`src/rtl/cst_pkg.sv`:
```
// ----------------------------------------------------------------------------
// cst_pkg: shared types and constants of the character stream tokenizer
// Holds the field widths, the scanner modes, the token kinds and the result
// item layout that the scanner, the result queue and the top level share.
// ----------------------------------------------------------------------------
package cst_pkg;

  // length saturation point and stream offset width
  localparam int LENGTH_LIMIT = 4095;
  localparam int OFFSET_BITS  = 24;

  localparam int KIND_W   = 3;
  localparam int START_W  = 24;
  localparam int LENGTH_W = 12;

  localparam logic [LENGTH_W-1:0] LEN_CAP =
    (LENGTH_LIMIT < 4095) ? LENGTH_W'(LENGTH_LIMIT) : LENGTH_W'(4095);

  // result queue depth, at least two so that one item's pair always fits
  localparam int QUEUE_DEPTH = 4;
  localparam int QPTR_W      = $clog2(QUEUE_DEPTH);
  localparam int QCNT_W      = $clog2(QUEUE_DEPTH + 1);

  // character codes
  localparam logic [7:0] CH_UNDERSCORE = 8'h5F;
  localparam logic [7:0] CH_EQUALS     = 8'h3D;
  localparam logic [7:0] CH_QUOTE      = 8'h22;
  localparam logic [7:0] CH_ZERO       = 8'h30;
  localparam logic [7:0] CH_NINE       = 8'h39;
  localparam logic [7:0] CH_LESS       = 8'h3C;
  localparam logic [7:0] CH_GREATER    = 8'h3E;
  localparam logic [7:0] CH_BANG       = 8'h21;

  typedef enum logic [2:0] {
    MODE_IDLE  = 3'd0,
    MODE_IDENT = 3'd1,
    MODE_INT   = 3'd2,
    MODE_STR   = 3'd3,
    MODE_REL   = 3'd4
  } scan_mode_t;

  typedef enum logic [KIND_W-1:0] {
    KIND_IDENT = 3'd0,
    KIND_INT   = 3'd1,
    KIND_STR   = 3'd2,
    KIND_REL   = 3'd3,
    KIND_OTHER = 3'd4
  } token_kind_t;

  typedef struct packed {
    token_kind_t         kind;
    logic [START_W-1:0]  start;
    logic [LENGTH_W-1:0] length;
    logic                last;
  } token_t;

  // what the scanner hands to the queue for one accepted item
  typedef struct packed {
    logic [1:0] count;
    token_t     first;
    token_t     second;
  } scan_out_t;

endpackage

```
`src/rtl/character_stream_tokenizer_top.sv`:
```
// ----------------------------------------------------------------------------
// character_stream_tokenizer_top: byte stream tokenizer
// Splits a byte stream into identifier, integer, string, relational-operator
// and single-character tokens, reporting kind, start offset and length.
// ----------------------------------------------------------------------------
// One byte item is taken per clock unless in_stall is high. The scanner
// state (mode, pending start and length, stream offset) updates at the edge
// that accepts the item, and the finished tokens it causes land in a
// four-entry result queue that feeds the output. A byte that closes a
// pending token and is itself a single-character token yields two result
// items, and the output moves one item per clock unless out_stall is high;
// the queue absorbs this and in_stall rises only when it has fewer than two
// free entries. With the output never stalled the queue never holds more
// than two items: a two-token byte leaves the scanner idle, and the next
// pending token has to be opened by a byte that yields nothing, so the input
// takes one byte per clock without a break. end_of_input items carry no
// byte, do not advance the offset and flush the pending token.
// ----------------------------------------------------------------------------
module character_stream_tokenizer_top (
  input  logic                           clk,
  input  logic                           rst,
  // byte input
  input  logic                           in_valid,
  output logic                           in_stall,
  input  logic [7:0]                     char_in,
  input  logic                           end_of_input,
  // token output
  output logic                           out_valid,
  input  logic                           out_stall,
  output logic [cst_pkg::KIND_W-1:0]     token_kind,
  output logic [cst_pkg::START_W-1:0]    token_start,
  output logic [cst_pkg::LENGTH_W-1:0]   token_length,
  output logic                           last_of_run
);

  logic                 in_accept;
  logic                 out_accept;
  logic                 room;
  cst_pkg::scan_out_t   scan_result;
  cst_pkg::token_t      head;

  // stall depends on queue fill only, never on in_valid
  assign in_stall   = !room;
  assign in_accept  = in_valid && !in_stall;
  assign out_accept = out_valid && !out_stall;

  // scanner: classifies the byte and updates the pending token
  cst_scan u_scan (
    .clk          (clk),
    .rst          (rst),
    .accept       (in_accept),
    .char_in      (char_in),
    .end_of_input (end_of_input),
    .result       (scan_result)
  );

  // result queue: decouples the two-token bytes from the output rate
  cst_outq u_outq (
    .clk       (clk),
    .rst       (rst),
    .push      (in_accept),
    .data      (scan_result),
    .pop       (out_accept),
    .head      (head),
    .not_empty (out_valid),
    .room      (room)
  );

  // head entry drives the output fields directly
  assign token_kind   = head.kind;
  assign token_start  = head.start;
  assign token_length = head.length;
  assign last_of_run  = head.last;

endmodule

```
`src/rtl/cst_scan.sv`:
```
// ----------------------------------------------------------------------------
// cst_scan: scanner state and per-byte token logic
// Classifies one byte against the pending token and produces up to two
// finished tokens, compacted so the first valid one sits in the first slot.
// ----------------------------------------------------------------------------
module cst_scan (
  input  logic                    clk,
  input  logic                    rst,
  input  logic                    accept,
  input  logic [7:0]              char_in,
  input  logic                    end_of_input,
  output cst_pkg::scan_out_t      result
);

  cst_pkg::scan_mode_t                 mode, mode_next;
  logic [cst_pkg::START_W-1:0]         start, start_next;
  logic [cst_pkg::LENGTH_W-1:0]        length, length_next;
  logic [cst_pkg::OFFSET_BITS-1:0]     offset, offset_next;

  logic                                have_a, have_b, fresh;
  logic [cst_pkg::LENGTH_W-1:0]        grown, a_length;
  logic [cst_pkg::START_W-1:0]         pos;
  cst_pkg::token_t                     tok_a, tok_b;
  cst_pkg::token_kind_t                mode_kind;

  function automatic logic is_space(input logic [7:0] c);
    return (c == 8'h20) || (c inside {[8'h09:8'h0D]});
  endfunction

  function automatic logic is_digit(input logic [7:0] c);
    return c inside {[cst_pkg::CH_ZERO:cst_pkg::CH_NINE]};
  endfunction

  function automatic logic is_alpha(input logic [7:0] c);
    return c inside {[8'h61:8'h7A], [8'h41:8'h5A]};
  endfunction

  function automatic logic is_rel(input logic [7:0] c);
    return c inside {cst_pkg::CH_LESS, cst_pkg::CH_GREATER, cst_pkg::CH_BANG,
                     cst_pkg::CH_EQUALS};
  endfunction

  always_comb begin
    case (mode)
      cst_pkg::MODE_IDENT: mode_kind = cst_pkg::KIND_IDENT;
      cst_pkg::MODE_INT:   mode_kind = cst_pkg::KIND_INT;
      cst_pkg::MODE_STR:   mode_kind = cst_pkg::KIND_STR;
      default:             mode_kind = cst_pkg::KIND_REL;
    endcase
  end

  assign grown = (length < cst_pkg::LEN_CAP) ? length + 1'b1 : length;
  assign pos   = cst_pkg::START_W'(offset);

  always_comb begin
    mode_next   = mode;
    start_next  = start;
    length_next = length;
    offset_next = offset;
    have_a      = 1'b0;
    have_b      = 1'b0;
    fresh       = 1'b0;
    a_length    = length;

    if (end_of_input) begin
      // flush whatever is pending, offset holds
      if (mode != cst_pkg::MODE_IDLE) begin
        have_a = 1'b1;
      end
      mode_next = cst_pkg::MODE_IDLE;
    end else begin
      if (offset != '1) begin
        offset_next = offset + 1'b1;
      end
      case (mode)
        cst_pkg::MODE_IDENT: begin
          if (is_alpha(char_in) || is_digit(char_in) || char_in == cst_pkg::CH_UNDERSCORE)
          begin
            length_next = grown;
          end else begin
            have_a = 1'b1;
            fresh  = 1'b1;
          end
        end
        cst_pkg::MODE_INT: begin
          if (is_digit(char_in)) begin
            length_next = grown;
          end else begin
            have_a = 1'b1;
            fresh  = 1'b1;
          end
        end
        cst_pkg::MODE_STR: begin
          length_next = grown;
          if (char_in == cst_pkg::CH_QUOTE) begin
            have_a    = 1'b1;
            a_length  = grown;
            mode_next = cst_pkg::MODE_IDLE;
          end
        end
        cst_pkg::MODE_REL: begin
          if (char_in == cst_pkg::CH_EQUALS) begin
            have_a      = 1'b1;
            a_length    = grown;
            length_next = grown;
            mode_next   = cst_pkg::MODE_IDLE;
          end else begin
            have_a = 1'b1;
            fresh  = 1'b1;
          end
        end
        default: begin
          fresh = 1'b1;
        end
      endcase

      if (fresh) begin
        mode_next = cst_pkg::MODE_IDLE;
        if (!is_space(char_in)) begin
          start_next  = pos;
          length_next = cst_pkg::LENGTH_W'(1);
          if (char_in == cst_pkg::CH_QUOTE) begin
            mode_next = cst_pkg::MODE_STR;
          end else if (is_digit(char_in)) begin
            mode_next = cst_pkg::MODE_INT;
          end else if (is_alpha(char_in) || char_in == cst_pkg::CH_UNDERSCORE) begin
            mode_next = cst_pkg::MODE_IDENT;
          end else if (is_rel(char_in)) begin
            mode_next = cst_pkg::MODE_REL;
          end else begin
            have_b = 1'b1;
          end
        end
      end
    end
  end

  always_comb begin
    tok_a.kind   = mode_kind;
    tok_a.start  = start;
    tok_a.length = a_length;
    tok_a.last   = !have_b;
    tok_b.kind   = cst_pkg::KIND_OTHER;
    tok_b.start  = pos;
    tok_b.length = cst_pkg::LENGTH_W'(1);
    tok_b.last   = 1'b1;

    result.count  = {1'b0, have_a} + {1'b0, have_b};
    result.first  = have_a ? tok_a : tok_b;
    result.second = tok_b;
  end

  always_ff @(posedge clk) begin
    if (rst) begin
      mode   <= cst_pkg::MODE_IDLE;
      start  <= '0;
      length <= '0;
      offset <= '0;
    end else if (accept) begin
      mode   <= mode_next;
      start  <= start_next;
      length <= length_next;
      offset <= offset_next;
    end
  end

endmodule

```
`src/rtl/cst_outq.sv`:
```
// ----------------------------------------------------------------------------
// cst_outq: result queue
// Small circular queue of finished tokens; takes up to two per cycle and
// presents its oldest entry, one leaving per handshake.
// ----------------------------------------------------------------------------
module cst_outq (
  input  logic                 clk,
  input  logic                 rst,
  input  logic                 push,
  input  cst_pkg::scan_out_t   data,
  input  logic                 pop,
  output cst_pkg::token_t      head,
  output logic                 not_empty,
  output logic                 room
);

  cst_pkg::token_t                  slots [cst_pkg::QUEUE_DEPTH];
  logic [cst_pkg::QPTR_W-1:0]       rd_ptr, wr_ptr, wr_ptr_alt;
  logic [cst_pkg::QCNT_W-1:0]       count, count_next;
  logic [1:0]                       n_in;

  assign n_in       = push ? data.count : 2'd0;
  assign wr_ptr_alt = wr_ptr + 1'b1;
  assign count_next = count + cst_pkg::QCNT_W'(n_in) - cst_pkg::QCNT_W'(pop);

  assign head      = slots[rd_ptr];
  assign not_empty = (count != '0);
  // two free slots guarantee any item's results fit
  assign room      = (count <= cst_pkg::QCNT_W'(cst_pkg::QUEUE_DEPTH - 2));

  always_ff @(posedge clk) begin
    if (n_in != 2'd0) begin
      slots[wr_ptr] <= data.first;
    end
    if (n_in == 2'd2) begin
      slots[wr_ptr_alt] <= data.second;
    end
  end

  always_ff @(posedge clk) begin
    if (rst) begin
      rd_ptr <= '0;
      wr_ptr <= '0;
      count  <= '0;
    end else begin
      wr_ptr <= wr_ptr + cst_pkg::QPTR_W'(n_in);
      if (pop) begin
        rd_ptr <= rd_ptr + 1'b1;
      end
      count <= count_next;
    end
  end

endmodule

```
`config.mk`:
```
export PLATFORM = sky130hd
export DESIGN_NAME = character_stream_tokenizer_top
export DESIGN_NICKNAME = d
export VERILOG_FILES = /design/src/rtl/cst_pkg.sv /design/src/rtl/character_stream_tokenizer_top.sv /design/src/rtl/cst_scan.sv /design/src/rtl/cst_outq.sv
export SDC_FILE = /design/constraint.sdc
export NUM_CORES = 1
export LEC_CHECK = 0
export BUFFER_PORTS_ARGS = -buffer_cell sky130_fd_sc_hd__buf_2
export CORE_MARGIN = 3
export CORE_UTILIZATION = 28
export DETAILED_ROUTE_END_ITERATION = 8
export PLACE_DENSITY = 0.48
export RECOVER_POWER = 25
export SLEW_MARGIN = 40
export SYNTH_ARGS = -nofsm -noshare
export SYNTH_HDL_FRONTEND = slang
export SYNTH_SLANG_ARGS = --single-unit
```
`constraint.sdc`:
```
create_clock -name clk -period 9.8 [get_ports clk]
set_input_delay 1.96 -clock clk [delete_from_list [all_inputs] [get_ports clk]]
set_output_delay 1.96 -clock clk [all_outputs]
set_load 0.02 [all_outputs]
```
## After elaboration in Yosys (flattened, before gate mapping)

Memory sizes are Yosys's and may differ from the RTL's. A register that Yosys moved wholly into a read port is not among the register bits.
Index checks and enable logic that the tools add are counted.

| cells by class | value |
|---|---|
| div/mod/pow operators | 0 |
| add/subtract/negate cells | 8 |
| order comparisons | 10 |
| eq/ne operators | 15 |
| reductions and logical operators | 23 |
| shift-type cells | 0 |
| bitwise logic cells | 2 |
| $mul | 0 |
| multiplexer cells | 45 |

Operators by type and width:

| cell | count |
|---|---|
| 2-to-1 mux 12 bit | 8 |
| == test 8 x 6 -> 1 bit (second input constant) | 6 |
| one-hot mux 12 bit (4 select lines) | 1 |
| 2-to-1 mux 40 bit | 1 |
| 2-to-1 mux 3 bit | 9 |
| adder 24 x 1 -> 24 bit (second input constant) | 1 |
| inequality test 24 bit (second input constant) | 1 |
| one-hot mux 12 bit (2 select lines) | 1 |
| 2-to-1 mux 1 bit | 18 |
| >= comparator 8 x 7 -> 1 bit (second input constant) | 2 |
| less-or-equal comparator 8 x 7 -> 1 bit (second input constant) | 2 |
| adder 12 x 1 -> 12 bit (second input constant) | 1 |
| < comparator 12 bit (second input constant) | 1 |
| == test 8 x 7 -> 1 bit (second input constant) | 1 |
| >= comparator 8 x 4 -> 1 bit (second input constant) | 1 |
| >= comparator 8 x 6 -> 1 bit (second input constant) | 1 |
| less-or-equal comparator 8 x 4 -> 1 bit (second input constant) | 1 |
| less-or-equal comparator 8 x 6 -> 1 bit (second input constant) | 1 |
| inequality test 4 x 2 -> 1 bit (second input constant) | 2 |
| one-hot mux 1 bit (4 select lines) | 2 |
| AND reduction 4 bit | 2 |
| nonzero test 4 bit | 2 |
| == test 3 x 2 -> 1 bit (second input constant) | 2 |
| logical AND 1 bit | 6 |
| other kinds (19) | 30 |

| word-level totals | value |
|---|---|
| bits in read-only memories | 0 |
| output and inout port bits | 42 |
| logic and storage cells | 111 |
| latch bits | 0 |
| memories | 1 |
| bits in writable memories | 160 |
| bits of input ports | 13 |
| bits in registers | 70 |

Memories:

| memory | depth | bits a word | read ports | clocked after Yosys merged registers in | write ports | line | text |
|---|---|---|---|---|---|---|---|
| u_outq.slots | 4 | 40 | 1 | 1 | 2 | cst_outq.sv:17 | `cst_pkg::token_t slots [cst_pkg::QUEUE_DEPTH];` |

## Depth between registers and ports, before layout

| logic depth | value |
|---|---|
| depth in word-level cells | 15 |
| mapped depth | 15 |
| gate-level depth less buffers | 14 |

## Cells and area by module

From an unflattened synthesis, not the netlist that was laid out.

| unflattened totals | value |
|---|---|
| cells, all modules | 927 |
| area total of the unflattened synthesis | 12356.9 µm² |

By module, submodules not included:

| module | times used | cells each | sequential area each (µm²) | area an instance (µm²) |
|---|---|---|---|---|
| cst_outq | 1 | 441 | 4984.8 | 8299.2 |
| cst_scan | 1 | 483 | 1261.2 | 4033.9 |
| character_stream_tokenizer_top | 1 | 3 | 0.0 | 23.8 |

## Worst setup path before layout

No wires, ideal clock.

| timing path | value |
|---|---|
| path type | input to register |
| from | in char_in[0] |
| to | mem u_outq.slots[3][13] (netlist bit), enable pin |
| path buffers | 1 |
| library setup time | 0.381 ns |
| setup slack | 4.690 ns |
| cell stages on the path | 12 |
| arrival time | 4.729 ns |
| required time | 9.419 ns |
| cell sequence | buf_2 -> and4b_2 -> nor3_2 -> nor3_2 -> nor3_1 -> nand2b_1 -> nor2_1 -> ha_1 -> nand2b_1 -> a21oi_1 -> nand2_1 -> inv_1 |

RTL lines:

| what | line | text |
|---|---|---|
| start, declared | character_stream_tokenizer_top.sv:25 | `input logic [7:0] char_in,` |
| end, declared | cst_outq.sv:17 |  |

==> reports/results.ini <==
[synthesis]
synth_ff_type=dfxtp_1
syn_nets=1023
synth_seq_area_share_pct=50.2
synth_edf_count=96
syn_area_um2=11200
syn_avg_cell_area_um2=11.1
synth_seq_cells=232
syn_inst=1002
ys_async_sr_fraction_pct=0
synth_cell_types=78
ys_warn_count=0

[sta]
fmax_mhz=161
slew_headroom_pct=-132
rsz0062_at_grt=false
finalCritPeriodShare_pct=63.3
finalSetupTns_ps=0
setup_viol=0
tightestPinTransition_ps=3490
skew_ps=9.02
finalHoldViolations=0
maxSlewViolCount=110
min_period_ps=6210

[final_layout]
seq_area_um2=5610
area_delta_synth_final_pct=14.6
layout_commonest_cell=dfxtp_1
n_fill_cell=3939
post-route-util_pct=32.8
nets=1045
multi_input_area_um2=5090
drive_above_1_share_pct=15.6
layout_common_cells=dfxtp_1 (134), a22o_1 (112), edfxtp_1 (96)

[clock_network]
cts.sinks=232
postCtsHoldBufs=0
numCtsBuffers=26
clk_latency_ps=530
cts.path.max_buffers=3
htree_levels=1
cts_resized=0
cts_tree=done
post_cts_buffers=0
clkTransAtPathRegs_ps=60
cts-root-buf=clkbuf_16

[grt]
grt_pass1_wl_um=47200
grt_overflow=0
grt_antenna_before_repair=0
grt_max_degree=69
first_global_vias=7892
grt_use_total_pct=14.2

[drt]
vias=8073
avgViaCountPerCell=5.17
drc=0
ant_nets=0
drtPass1Iterations=5
wl_per_cell_um=19.2
routed_wl_um=30100
drtIter0Drc=466

[pwr]
peakVddDrop_uv=114
power_density_nw_per_um2=203
p_leak_nw=4.36

[worst_setup_path]
cp_data_required_time_ps=7840
end_kind=output pin
cp.arrival_ps=4250
crit_type=reg2out
worstPathMaxFanout=40
cp-start-kind=register

[floorplan]
ios=55
std_cell_rows=72
fp.coreArea_um2=39000
die_w_um=206
die-area_um2=42300
die_y_um=206
start_util_pct=28.6

[placed_design]
portBuffers=54
gp_congestion=0.800
post-dp-hpwl_um=19300

[status]
outcome=complete, but fails checks
violations=capacitance limit, slew limit

[hold_path]
hold_class=reg2reg

[flow_run]
drv_cap=2

final cells by class:
class	instances	area share (%)
flip-flops and latches	232	43.9
inverters	23	0.714
well taps	518	5.07
multi-input cells	668	39.8
repair buffers	73	3.39
clock inverters	7	0.929
diodes	1	0.0196
clock buffers	41	6.24
per-stage QoR:
step | instance area [µm²] | std cells | hold slack [ps] | total power, W | worst slack, ps
floorplan | 11200 | 1002 | 420 | 0.00146 | 4690
global placement | 11800 | 1509 | 432 | 0.00160 | 3570
detailed placement | 11900 | 1514 | 439 | 0.00160 | 3470
CTS | 12800 | 1562 | 453 | 0.00263 | 4020
global route | 12800 | 1562 | 473 | 0.00272 | 3140
finish | 12800 | 1563 | 449 | 0.00260 | 3590
where the power goes:
| group | internal [W] | switching [W] | total (W) |
|---|---|---|---|
| registers | 0.00106 | 0.0000323 | 0.00110 |
| logic | 0.000187 | 0.000286 | 0.000473 |
| clock network | 0.000636 | 0.000393 | 0.00103 |
synthesized netlist by cell type, drive strengths merged (25+ instances only):
library cell | n | area share, %
edfxtp | 96 | 26
a22o | 112 | 8.8
dfxtp | 136 | 24
clkbuf | 43 | 1.4
nor2 | 100 | 3.5
xor2 | 25 | 2.0
buf | 36 | 2.2
nand3 | 25 | 1.1
mux4 | 40 | 8.1
nand2 | 88 | 3.0
mux2i | 27 | 2.4
o21ai | 56 | 2.7
state kept, by name (all words and copies together) (netlist names), named ones only:
signal and count:
u_outq.count 3, u_scan.length 12, u_scan.start 24, u_outq.rd_ptr 2
u_scan.offset 24, u_outq.wr_ptr 2, u_scan.mode 3, u_outq.slots 160
path summary, 6_finish.rpt:
kind	from	cells after the start	to	slack, ps
worst max-delay path	register	3	token_start[23]	3590
worst min-delay path	u_outq.slots[0][8]	2	u_outq.slots[0][8]	450
worst max register to register	u_scan.mode[2]	12	u_outq.slots[2][36]	5210
worst min register to register	u_outq.slots[0][8]	2	u_outq.slots[0][8]	450
metal layers:
layer	global-route usage (%)	up-vias	part of all wire, %
met5	0	-	0
met4	3.10	0	1.5
met3	1.66	28	3.7
met2	23.7	154	48
met1	19.7	4047	47
li1	-	3844	-
critical path, cell delays in order (launching register included):
cell	delay (ps)
dfxtp_2	310
clkbuf_1	2390
mux4_2	790
buf_2	200
kinds of logic after synthesis:
logic type                 share of synthesized area [%]
DFF                                                 50.2
buffers and inverters                               4.42
xor gates and xnor gates                            2.83
AOI/OAI and AO/OA                                   17.6
and+or+nand+nor                                     13.3
adders and majority gates                          0.965
muxes                                               10.6
Note: power is estimated with default switching activity, not from simulation.
